===== config.mk =====
export PLATFORM = sky130hd
export DESIGN_NAME = joystick_to_gamepad_report_top_flat
export DESIGN_NICKNAME = d
export VERILOG_FILES = /design/src/hw/rtl/jtg_pkg.sv /design/src/hw/rtl/jtg_if.sv /design/src/hw/rtl/joystick_to_gamepad_report_top.sv /design/src/hw/rtl/jtg_in_stage.sv /design/src/hw/rtl/jtg_map.sv /design/src/hw/rtl/jtg_out_stage.sv /design/src/flat_wrapper.sv
export VERILOG_INCLUDE_DIRS = /design/src /design/src/hw/rtl
export SDC_FILE = /design/constraint.sdc
export NUM_CORES = 1
export LEC_CHECK = 0
export CORE_MARGIN = 3
export CORE_UTILIZATION = 52
export DETAILED_ROUTE_END_ITERATION = 8
export DONT_BUFFER_PORTS = 1
export GPL_ROUTABILITY_DRIVEN = 0
export MAX_ROUTING_LAYER = met4
export PLACE_DENSITY_LB_ADDON = 0.15
export SYNTH_ARGS = -nofsm -noshare
export SYNTH_HDL_FRONTEND = slang
export SYNTH_SLANG_ARGS = --single-unit

===== constraint.sdc =====
create_clock -name clk -period 9.1 [get_ports clk]
set_input_delay 0.455 -clock clk [delete_from_list [all_inputs] [get_ports clk]]
set_output_delay 0.455 -clock clk [all_outputs]
set_load 0.005 [all_outputs]

===== src/hw/rtl/joystick_to_gamepad_report_top_assert.svh =====
// Assertion macros for the joystick to gamepad report block.
`ifndef JOYSTICK_TO_GAMEPAD_REPORT_TOP_ASSERT_SVH
`define JOYSTICK_TO_GAMEPAD_REPORT_TOP_ASSERT_SVH
`ifndef SYNTHESIS
// Same-cycle implication, checked out of reset.
`define JTG_ASSERT_NOW(label, ante, cons) \
  label: assert property (@(posedge clk) disable iff (rst) (ante) |-> (cons)) \
    else $error("jtg assertion failed");
// Next-cycle implication, checked out of reset.
`define JTG_ASSERT_NEXT(label, ante, cons) \
  label: assert property (@(posedge clk) disable iff (rst) (ante) |=> (cons)) \
    else $error("jtg assertion failed");
`else
`define JTG_ASSERT_NOW(label, ante, cons)
`define JTG_ASSERT_NEXT(label, ante, cons)
`endif
`endif


===== src/hw/rtl/jtg_pkg.sv =====
// Types, constants and helper functions for the joystick to gamepad report block.
package jtg_pkg;

  typedef struct packed {
    logic [11:0]        pressed_flags;
    logic               hat_centered;
    logic [15:0]        hat_angle;
    logic signed [15:0] axis_x;
    logic signed [15:0] axis_y;
    logic signed [15:0] axis_z;
    logic signed [15:0] axis_rx;
    logic signed [15:0] axis_ry;
    logic signed [15:0] axis_rz;
  } sample_t;

  // Report body: everything that takes part in change detection.
  typedef struct packed {
    logic [15:0]        button_bits;
    logic [7:0]         left_trigger;
    logic [7:0]         right_trigger;
    logic signed [15:0] thumb_lx;
    logic signed [15:0] thumb_ly;
    logic signed [15:0] thumb_rx;
    logic signed [15:0] thumb_ry;
  } report_t;

  // Joystick button numbers
  localparam int unsigned JoyBtnX         = 0;
  localparam int unsigned JoyBtnA         = 1;
  localparam int unsigned JoyBtnB         = 2;
  localparam int unsigned JoyBtnY         = 3;
  localparam int unsigned JoyBtnLShoulder = 4;
  localparam int unsigned JoyBtnRShoulder = 5;
  localparam int unsigned JoyBtnLTrigger  = 6;
  localparam int unsigned JoyBtnRTrigger  = 7;
  localparam int unsigned JoyBtnBack      = 8;
  localparam int unsigned JoyBtnStart     = 9;
  localparam int unsigned JoyBtnLThumb    = 10;
  localparam int unsigned JoyBtnRThumb    = 11;

  // Gamepad button word bit positions
  localparam int unsigned PadDpadUp     = 0;
  localparam int unsigned PadDpadDown   = 1;
  localparam int unsigned PadDpadLeft   = 2;
  localparam int unsigned PadDpadRight  = 3;
  localparam int unsigned PadStart      = 4;
  localparam int unsigned PadBack       = 5;
  localparam int unsigned PadLThumb     = 6;
  localparam int unsigned PadRThumb     = 7;
  localparam int unsigned PadLShoulder  = 8;
  localparam int unsigned PadRShoulder  = 9;
  localparam int unsigned PadA          = 12;
  localparam int unsigned PadB          = 13;
  localparam int unsigned PadX          = 14;
  localparam int unsigned PadY          = 15;

  // Hat sector bounds, hundredths of a degree, inclusive
  localparam logic [15:0] HatRightLo = 16'd4500;
  localparam logic [15:0] HatDownLo  = 16'd13500;
  localparam logic [15:0] HatLeftLo  = 16'd22500;
  localparam logic [15:0] HatUpLo    = 16'd31500;

  localparam logic [7:0]         TrigFull   = 8'd255;
  localparam logic signed [16:0] AxisFull   = 17'sd32767;
  localparam logic signed [15:0] AxisMin    = 16'sh8000;
  localparam logic signed [15:0] AxisMax    = 16'sh7FFF;
  localparam logic [15:0]        ScaleDiv   = 16'd32767;

  // floor(v*255/32767) clamped to 0..255. Divide by 2^15-1: estimate with
  // a shift, then one correction step since the remainder stays below 2x.
  function automatic logic [7:0] trig_level(input logic signed [16:0] v);
    logic [14:0] m;
    logic [22:0] x;
    logic [7:0]  q;
    logic [15:0] r;
    m = v[14:0];
    x = {m, 8'b0} - {8'b0, m};
    q = x[22:15];
    r = {1'b0, x[14:0]} + {8'b0, q};
    if (v <= 17'sd0) begin
      trig_level = 8'd0;
    end else if (v >= AxisFull) begin
      trig_level = TrigFull;
    end else if (r >= ScaleDiv) begin
      trig_level = q + 8'd1;
    end else begin
      trig_level = q;
    end
  endfunction

  // Negate a stick axis, saturating the one value with no positive twin.
  function automatic logic signed [15:0] neg_sat(input logic signed [15:0] v);
    neg_sat = (v == AxisMin) ? AxisMax : -v;
  endfunction

endpackage


===== src/hw/rtl/jtg_if.sv =====
// Valid/ready channel interfaces for joystick samples and gamepad reports.
interface jtg_sample_if;
  logic               valid;
  logic               ready;
  logic [11:0]        pressed_flags;
  logic               hat_centered;
  logic [15:0]        hat_angle;
  logic signed [15:0] axis_x;
  logic signed [15:0] axis_y;
  logic signed [15:0] axis_z;
  logic signed [15:0] axis_rx;
  logic signed [15:0] axis_ry;
  logic signed [15:0] axis_rz;

  modport source (
    output valid, pressed_flags, hat_centered, hat_angle,
    output axis_x, axis_y, axis_z, axis_rx, axis_ry, axis_rz,
    input  ready
  );
  modport sink (
    input  valid, pressed_flags, hat_centered, hat_angle,
    input  axis_x, axis_y, axis_z, axis_rx, axis_ry, axis_rz,
    output ready
  );
endinterface

interface jtg_report_if;
  logic               valid;
  logic               ready;
  logic [15:0]        button_bits;
  logic [7:0]         left_trigger;
  logic [7:0]         right_trigger;
  logic signed [15:0] thumb_lx;
  logic signed [15:0] thumb_ly;
  logic signed [15:0] thumb_rx;
  logic signed [15:0] thumb_ry;
  logic [31:0]        packet_number;

  modport source (
    output valid, button_bits, left_trigger, right_trigger,
    output thumb_lx, thumb_ly, thumb_rx, thumb_ry, packet_number,
    input  ready
  );
  modport sink (
    input  valid, button_bits, left_trigger, right_trigger,
    input  thumb_lx, thumb_ly, thumb_rx, thumb_ry, packet_number,
    output ready
  );
endinterface


===== src/hw/rtl/joystick_to_gamepad_report_top.sv =====
// Joystick sample to gamepad report converter, top level.
// Turns each joystick sample into exactly one gamepad report. A sample passes
// an input register, one level of mapping logic (button remap, hat sectors,
// trigger scaling by 255/32767 with a shift-and-correct divide, Y negation
// with saturation) and the result register. A report is loaded into the
// result register when it is empty or its report is taken, and is offered
// from then on. One sample per cycle is sustained while the report side is
// ready; the result register compares each report with the one before it
// and bumps the 32-bit packet number on any difference (first vs. all zeros).
`include "joystick_to_gamepad_report_top_assert.svh"

module joystick_to_gamepad_report_top (
  input  logic          clk,
  input  logic          rst,
  jtg_sample_if.sink    sample,
  jtg_report_if.source  report
);

  jtg_pkg::sample_t stage_data;
  jtg_pkg::report_t stage_body;
  logic             stage_valid;
  logic             stage_take;

  jtg_in_stage u_in_stage (
    .clk    (clk),
    .rst    (rst),
    .sample (sample),
    .take   (stage_take),
    .valid  (stage_valid),
    .data   (stage_data)
  );

  jtg_map u_map (
    .s (stage_data),
    .r (stage_body)
  );

  jtg_out_stage u_out_stage (
    .clk      (clk),
    .rst      (rst),
    .in_valid (stage_valid),
    .body     (stage_body),
    .take     (stage_take),
    .report   (report)
  );

  `JTG_ASSERT_NEXT(a_load_shows_result, stage_take, report.valid)
  `JTG_ASSERT_NEXT(a_packet_step, stage_take,
                   (report.packet_number - $past(report.packet_number)) <= 32'd1)
  `JTG_ASSERT_NOW(a_stall_means_full, !sample.ready, stage_valid && report.valid && !report.ready)
  `JTG_ASSERT_NOW(a_reserved_bits_zero, report.valid, report.button_bits[11:10] == 2'b00)

endmodule


===== src/hw/rtl/jtg_in_stage.sv =====
// Input register stage: captures one joystick sample per transaction.
module jtg_in_stage (
  input  logic              clk,
  input  logic              rst,
  jtg_sample_if.sink        sample,
  input  logic              take,
  output logic              valid,
  output jtg_pkg::sample_t  data
);

  assign sample.ready = !valid || take;

  always_ff @(posedge clk) begin
    if (rst) begin
      valid <= 1'b0;
    end else if (sample.ready) begin
      valid <= sample.valid;
    end
  end

  always_ff @(posedge clk) begin
    if (sample.valid && sample.ready) begin
      data.pressed_flags <= sample.pressed_flags;
      data.hat_centered  <= sample.hat_centered;
      data.hat_angle     <= sample.hat_angle;
      data.axis_x        <= sample.axis_x;
      data.axis_y        <= sample.axis_y;
      data.axis_z        <= sample.axis_z;
      data.axis_rx       <= sample.axis_rx;
      data.axis_ry       <= sample.axis_ry;
      data.axis_rz       <= sample.axis_rz;
    end
  end

endmodule


===== src/hw/rtl/jtg_map.sv =====
// Sample to report mapping: button remap, hat sectors, triggers and sticks.
module jtg_map (
  input  jtg_pkg::sample_t  s,
  output jtg_pkg::report_t  r
);

  logic [15:0] btn;
  logic [7:0]  lt;
  logic [7:0]  rt;
  logic [7:0]  lvl_neg_z;
  logic [7:0]  lvl_z;
  logic [7:0]  lvl_rz;

  assign lvl_neg_z = jtg_pkg::trig_level(-$signed({s.axis_z[15], s.axis_z}));
  assign lvl_z     = jtg_pkg::trig_level($signed({s.axis_z[15], s.axis_z}));
  assign lvl_rz    = jtg_pkg::trig_level($signed({s.axis_rz[15], s.axis_rz}));

  always_comb begin
    btn = '0;
    btn[jtg_pkg::PadA]         = s.pressed_flags[jtg_pkg::JoyBtnA];
    btn[jtg_pkg::PadB]         = s.pressed_flags[jtg_pkg::JoyBtnB];
    btn[jtg_pkg::PadX]         = s.pressed_flags[jtg_pkg::JoyBtnX];
    btn[jtg_pkg::PadY]         = s.pressed_flags[jtg_pkg::JoyBtnY];
    btn[jtg_pkg::PadLShoulder] = s.pressed_flags[jtg_pkg::JoyBtnLShoulder];
    btn[jtg_pkg::PadRShoulder] = s.pressed_flags[jtg_pkg::JoyBtnRShoulder];
    btn[jtg_pkg::PadBack]      = s.pressed_flags[jtg_pkg::JoyBtnBack];
    btn[jtg_pkg::PadStart]     = s.pressed_flags[jtg_pkg::JoyBtnStart];
    btn[jtg_pkg::PadLThumb]    = s.pressed_flags[jtg_pkg::JoyBtnLThumb];
    btn[jtg_pkg::PadRThumb]    = s.pressed_flags[jtg_pkg::JoyBtnRThumb];
    // sectors overlap at their bounds; out-of-range angles land in "up"
    if (!s.hat_centered) begin
      btn[jtg_pkg::PadDpadUp]    = (s.hat_angle >= jtg_pkg::HatUpLo) ||
                                   (s.hat_angle <= jtg_pkg::HatRightLo);
      btn[jtg_pkg::PadDpadRight] = (s.hat_angle >= jtg_pkg::HatRightLo) &&
                                   (s.hat_angle <= jtg_pkg::HatDownLo);
      btn[jtg_pkg::PadDpadDown]  = (s.hat_angle >= jtg_pkg::HatDownLo) &&
                                   (s.hat_angle <= jtg_pkg::HatLeftLo);
      btn[jtg_pkg::PadDpadLeft]  = (s.hat_angle >= jtg_pkg::HatLeftLo) &&
                                   (s.hat_angle <= jtg_pkg::HatUpLo);
    end
  end

  always_comb begin
    if (s.pressed_flags[jtg_pkg::JoyBtnLTrigger] || s.pressed_flags[jtg_pkg::JoyBtnRTrigger]) begin
      lt = s.pressed_flags[jtg_pkg::JoyBtnLTrigger] ? jtg_pkg::TrigFull : 8'd0;
      rt = s.pressed_flags[jtg_pkg::JoyBtnRTrigger] ? jtg_pkg::TrigFull : 8'd0;
    end else begin
      lt = lvl_neg_z;
      rt = (lvl_z != 8'd0) ? lvl_z : lvl_rz;
    end
  end

  always_comb begin
    r.button_bits   = btn;
    r.left_trigger  = lt;
    r.right_trigger = rt;
    r.thumb_lx      = s.axis_x;
    r.thumb_ly      = jtg_pkg::neg_sat(s.axis_y);
    r.thumb_rx      = s.axis_rx;
    r.thumb_ry      = jtg_pkg::neg_sat(s.axis_ry);
  end

endmodule


===== src/hw/rtl/jtg_out_stage.sv =====
// Result register stage with change detection and packet counter.
module jtg_out_stage (
  input  logic              clk,
  input  logic              rst,
  input  logic              in_valid,
  input  jtg_pkg::report_t  body,
  output logic              take,
  jtg_report_if.source      report
);

  // body_q doubles as the previous report, so it resets to all zeros
  jtg_pkg::report_t body_q;
  logic             valid;
  logic [31:0]      packet;
  logic [31:0]      packet_next;

  assign take        = in_valid && (!valid || report.ready);
  assign packet_next = (body != body_q) ? packet + 32'd1 : packet;

  always_ff @(posedge clk) begin
    if (rst) begin
      valid  <= 1'b0;
      packet <= '0;
      body_q <= '0;
    end else if (take) begin
      valid  <= 1'b1;
      packet <= packet_next;
      body_q <= body;
    end else if (report.ready) begin
      valid  <= 1'b0;
    end
  end

  assign report.valid         = valid;
  assign report.button_bits   = body_q.button_bits;
  assign report.left_trigger  = body_q.left_trigger;
  assign report.right_trigger = body_q.right_trigger;
  assign report.thumb_lx      = body_q.thumb_lx;
  assign report.thumb_ly      = body_q.thumb_ly;
  assign report.thumb_rx      = body_q.thumb_rx;
  assign report.thumb_ry      = body_q.thumb_ry;
  assign report.packet_number = packet;

endmodule


===== src/flat_wrapper.sv =====
// flat-port wrapper written by rule: the top's interface ports become plain ports
module joystick_to_gamepad_report_top_flat 
  (clk, rst, sample_valid, sample_pressed_flags, sample_hat_centered, sample_hat_angle, sample_axis_x, sample_axis_y, sample_axis_z, sample_axis_rx, sample_axis_ry, sample_axis_rz, sample_ready, report_valid, report_button_bits, report_left_trigger, report_right_trigger, report_thumb_lx, report_thumb_ly, report_thumb_rx, report_thumb_ry, report_packet_number, report_ready);
  jtg_sample_if sample_i ();
  jtg_report_if report_i ();
  input  logic clk;
  input  logic rst;
  input wire logic [$bits(sample_i.valid)-1:0] sample_valid;
  input wire logic [$bits(sample_i.pressed_flags)-1:0] sample_pressed_flags;
  input wire logic [$bits(sample_i.hat_centered)-1:0] sample_hat_centered;
  input wire logic [$bits(sample_i.hat_angle)-1:0] sample_hat_angle;
  input wire logic [$bits(sample_i.axis_x)-1:0] sample_axis_x;
  input wire logic [$bits(sample_i.axis_y)-1:0] sample_axis_y;
  input wire logic [$bits(sample_i.axis_z)-1:0] sample_axis_z;
  input wire logic [$bits(sample_i.axis_rx)-1:0] sample_axis_rx;
  input wire logic [$bits(sample_i.axis_ry)-1:0] sample_axis_ry;
  input wire logic [$bits(sample_i.axis_rz)-1:0] sample_axis_rz;
  output wire logic [$bits(sample_i.ready)-1:0] sample_ready;
  output wire logic [$bits(report_i.valid)-1:0] report_valid;
  output wire logic [$bits(report_i.button_bits)-1:0] report_button_bits;
  output wire logic [$bits(report_i.left_trigger)-1:0] report_left_trigger;
  output wire logic [$bits(report_i.right_trigger)-1:0] report_right_trigger;
  output wire logic [$bits(report_i.thumb_lx)-1:0] report_thumb_lx;
  output wire logic [$bits(report_i.thumb_ly)-1:0] report_thumb_ly;
  output wire logic [$bits(report_i.thumb_rx)-1:0] report_thumb_rx;
  output wire logic [$bits(report_i.thumb_ry)-1:0] report_thumb_ry;
  output wire logic [$bits(report_i.packet_number)-1:0] report_packet_number;
  input wire logic [$bits(report_i.ready)-1:0] report_ready;
  assign sample_i.valid = sample_valid;
  assign sample_i.pressed_flags = sample_pressed_flags;
  assign sample_i.hat_centered = sample_hat_centered;
  assign sample_i.hat_angle = sample_hat_angle;
  assign sample_i.axis_x = sample_axis_x;
  assign sample_i.axis_y = sample_axis_y;
  assign sample_i.axis_z = sample_axis_z;
  assign sample_i.axis_rx = sample_axis_rx;
  assign sample_i.axis_ry = sample_axis_ry;
  assign sample_i.axis_rz = sample_axis_rz;
  assign sample_ready = sample_i.ready;
  assign report_valid = report_i.valid;
  assign report_button_bits = report_i.button_bits;
  assign report_left_trigger = report_i.left_trigger;
  assign report_right_trigger = report_i.right_trigger;
  assign report_thumb_lx = report_i.thumb_lx;
  assign report_thumb_ly = report_i.thumb_ly;
  assign report_thumb_rx = report_i.thumb_rx;
  assign report_thumb_ry = report_i.thumb_ry;
  assign report_packet_number = report_i.packet_number;
  assign report_i.ready = report_ready;
  joystick_to_gamepad_report_top u_core (.clk(clk), .rst(rst), .sample(sample_i), .report(report_i));
endmodule

==> impl_results.md <==
* Clock Sinks at 253
* Synth warn at 0
* Die height at 189 µm
* Final Setup Violations at 0
* Post-synthesis sequential area ratio at 36.2%
* RR Endpoint: u_core.u_out_stage.report.packet_number[31]
* CP max-delay cell: or4_1
* Max Clk Rate at 0.117 GHz
* Share of cells above drive strength 1 at 6.34%
* Port bufs at 0
* Vias per inst at 6.36
* Register-to-Register Path Depth at 32
* Final ANT Viol Nets at 0
* CP max stage delay at 0.52 ns
* First-pass GRT wire length at 84600 µm
* Aggregate global routing overflow at 0
* DP Worst Slack at 0.167 ns
* Worst hold stages at 2
* Logic pwr share at 22.7%
* Worst Tran Pin Value at 1.10 ns
* Max_cap viols at 0
* CTS Buffer Depth at 3
* Design area at 20100 µm²
* WP data required at 9.59 ns
* Starting Density at 53.2%
* Fin nets at 2320
* Leakage at 0.00719 µW
* Filler cells at 2854
* Maximum number of pins on one net before global-route repair at 122
* Internal power at 2170 µW
* Setup crit start kind: flip-flop
* Slew HR at 25.9%
* CTS HTree Levels at 1
* Hold Crit Class: input port to flip-flop
* Number of flops mapped to enable cells by yosys at 125
* Status: finished clean
* Hold Violations, Final at 0
* Sw Ratio at 31.3%
* Flop pwr share at 42.5%
* Tot GR Track Use at 29.4%
* Psw at 991 µW
* Core Region at 32800 µm²
* Inst Count DP at 2414
* Iter 0 DRT Violations at 1521
* Worst-path clk slew at 0.06 ns
* Drt drc at 0
* Final worst slack at 0.521 ns
* Endpoint, Worst Hold: u_core.u_in_stage.valid
* Yosys reg bits at 253
* Non-Filler Instances at 2606
* Distinct cells, synth at 102
* Die W at 189 µm
* Synth Instances at 2038
* Syn_area_per_cell at 8.56 µm²
* Largest fanout on the critical path at 14
* Pwr dens at 157 nW/µm²
* Cell area after synthesis at 17500 µm²
* Clock skew at 0.0180 ns
* Critical path class: flip-flop to flip-flop
* CTS root buf: clkbuf_16
* CP endpoint kind: flip-flop
* CP Data Arrival Time at 9.07 ns
* Flop2flop setup slack at 0.52 ns
* Peak supply drop at 0.000190 V
* Placed Area at 17800 µm²
* Worst-Skew Late Latency at 0.57 ns
* Layout area overhead at 15.4%
* Final Cycle Share at 94.3%
* Vias in the first global route at 15700
* CTS tree: yes
* Total CTS buffers at 29
* Ys flop type: dfxtp_1
* Routed WL at 53600 µm
* Post-synth ARST share at 0%
* Vias at 16600
* # rows at 66
* Crit path time final at 8.58 ns
* Initial antenna violation count at 1
* Die Area at 35800 µm²
* I/O pin count at 259
* Routed wire per std cell at 20.6 µm
* Fin. max-slew vios at 0
* DP HPWL at 38300 µm
* Clock Power Share at 34.8%
* CP startpoint: u_core.u_in_stage.data[49]
* Worst hold start: sample_valid
* Initial DRT Pass Iterations at 6
* Post-route setup TNS at 0 ns
* R2R Path Start: u_core.u_in_stage.data[49]
-- flip-flops by register name (all words and copies together) (netlist names) --
register	flops
u_core.u_in_stage.data	125
u_core.u_in_stage.valid	1
u_core.u_out_stage.report.valid	1
u_core.u_out_stage.report.button_bits	14
u_core.u_out_stage.report.right_trigger	8
u_core.u_out_stage.report.thumb_ly	16
u_core.u_out_stage.report.thumb_ry	16
u_core.u_out_stage.report.thumb_lx	16
u_core.u_out_stage.report.packet_number	32
u_core.u_out_stage.report.left_trigger	8
u_core.u_out_stage.report.thumb_rx	16
-- worst max-delay path, delay by kind of cell (launching register included) --
| family | cells | cell delay, ns |
|---|---|---|
| and+or+nand+nor | 14 | 3.67 |
| AOI/OAI and AO/OA | 8 | 2.01 |
| adders and majority gates | 3 | 1.06 |
| buffers and inverters | 5 | 0.77 |
| xor gates and xnor gates | 2 | 0.57 |
| DFF | 1 | 0.40 |
-- cell families (layout without fill, tap and decap cells) --
| family | Yosys count | after routing | share of synthesized area, % |
|---|---|---|---|
| other | 1 | 6 | 0.0215 |
| DFF | 253 | 253 | 36.2 |
| muxes | 24 | 24 | 1.40 |
| AOI/OAI and AO/OA | 519 | 519 | 20.4 |
| buffers and inverters | 175 | 296 | 3.96 |
| xor gates and xnor gates | 177 | 177 | 9.17 |
| adders and majority gates | 55 | 55 | 4.06 |
| and+or+nand+nor | 834 | 834 | 24.8 |
-- per-stage QoR --
step | utilization [%] | hold WS (ns) | total power (µW)
5_1_grt | 61.4 | 0.0326 | 3300
3_5_place_dp | 54.4 | 0.491 | 2000
4_1_cts | 61.1 | 0.00437 | 3150
2_1_floorplan | - | 0.468 | 1840
6_report | 61.4 | 0.0202 | 3160
3_3_place_gp | 54.4 | 0.478 | 1990
-- power groups by stage --
stage	sequential [µW]	combinational [µW]	clock, µW
final	1340	716	1100
after global routing	1350	783	1160
after CTS	1340	694	1120
after detailed placement	1370	635	0
after global placement	1360	625	0
after floorplan	1330	509	0
-- how the worst max path moves through the flow --
stage | endpoint | slack (ns) | cells past startpoint
after detailed placement | u_core.u_out_stage.report.packet_number[5] | 0.17 | 30
final | u_core.u_out_stage.report.packet_number[31] | 0.52 | 32
after global placement | u_core.u_out_stage.report.packet_number[5] | 0.39 | 30
after CTS | u_core.u_out_stage.report.packet_number[5] | 0.12 | 30
after floorplan | u_core.u_out_stage.report.packet_number[5] | 1.00 | 31
after global routing | u_core.u_out_stage.report.packet_number[31] | -0.0001 | 32
-- cell usage in the layout (no fill, tap or decap), drive strengths merged, types with 72 or more instances in the layout --
master	n
nor3	90
xnor2	106
dlygate4sd3	125
dfxtp	128
o21ai	72
nand2	211
a21oi	167
edfxtp	125
inv	83
nor2	180
-- cell type report --
class,count,area [µm²],area share [%]
Clock buffer,43,808,4.01
Inverter,81,304,1.51
Timing Repair Buffer,161,1540,7.65
Sequential cell,253,6320,31.4
Multi-Input combinational cell,1611,10500,52.2
Antenna cell,4,10.0,0.0497
Tap cell,442,553,2.75
Clock inverter,11,90.1,0.447
-- per-layer routing --
metal | share of wire, % | GRT usage, %
met4 | 3.5 | 8.79
met2 | 48 | 48.5
met5 | 0 | -
met1 | 40 | 36.5
met3 | 8.4 | 6.26
-- cell usage after synthesis (32+ instances only) --
| cell | number | area [µm²] |
|---|---|---|
| xnor2_1 | 105 | 920 |
| nor3_1 | 89 | 445 |
| nand2_1 | 211 | 792 |
| dfxtp_1 | 128 | 2560 |
| a21oi_1 | 165 | 826 |
| clkbuf_1 | 71 | 267 |
| nor4_1 | 44 | 275 |
| edfxtp_1 | 125 | 3750 |
| or4_1 | 32 | 240 |
| ha_1 | 51 | 638 |
| xor2_1 | 68 | 596 |
| nand3_1 | 46 | 230 |
| a211oi_1 | 33 | 248 |
| nand4_1 | 45 | 282 |
| o21ai_0 | 68 | 340 |
| inv_1 | 80 | 300 |
| nor2_1 | 180 | 676 |
-- what timing repair did --
item,CTS,global route
hold endpoints to repair,246,0
buffers inserted,0,8
hold buffers,126,0
resized for setup,0,13
endpoints found under the setup margin,0,32
Note: power is estimated with default switching activity, not from simulation.
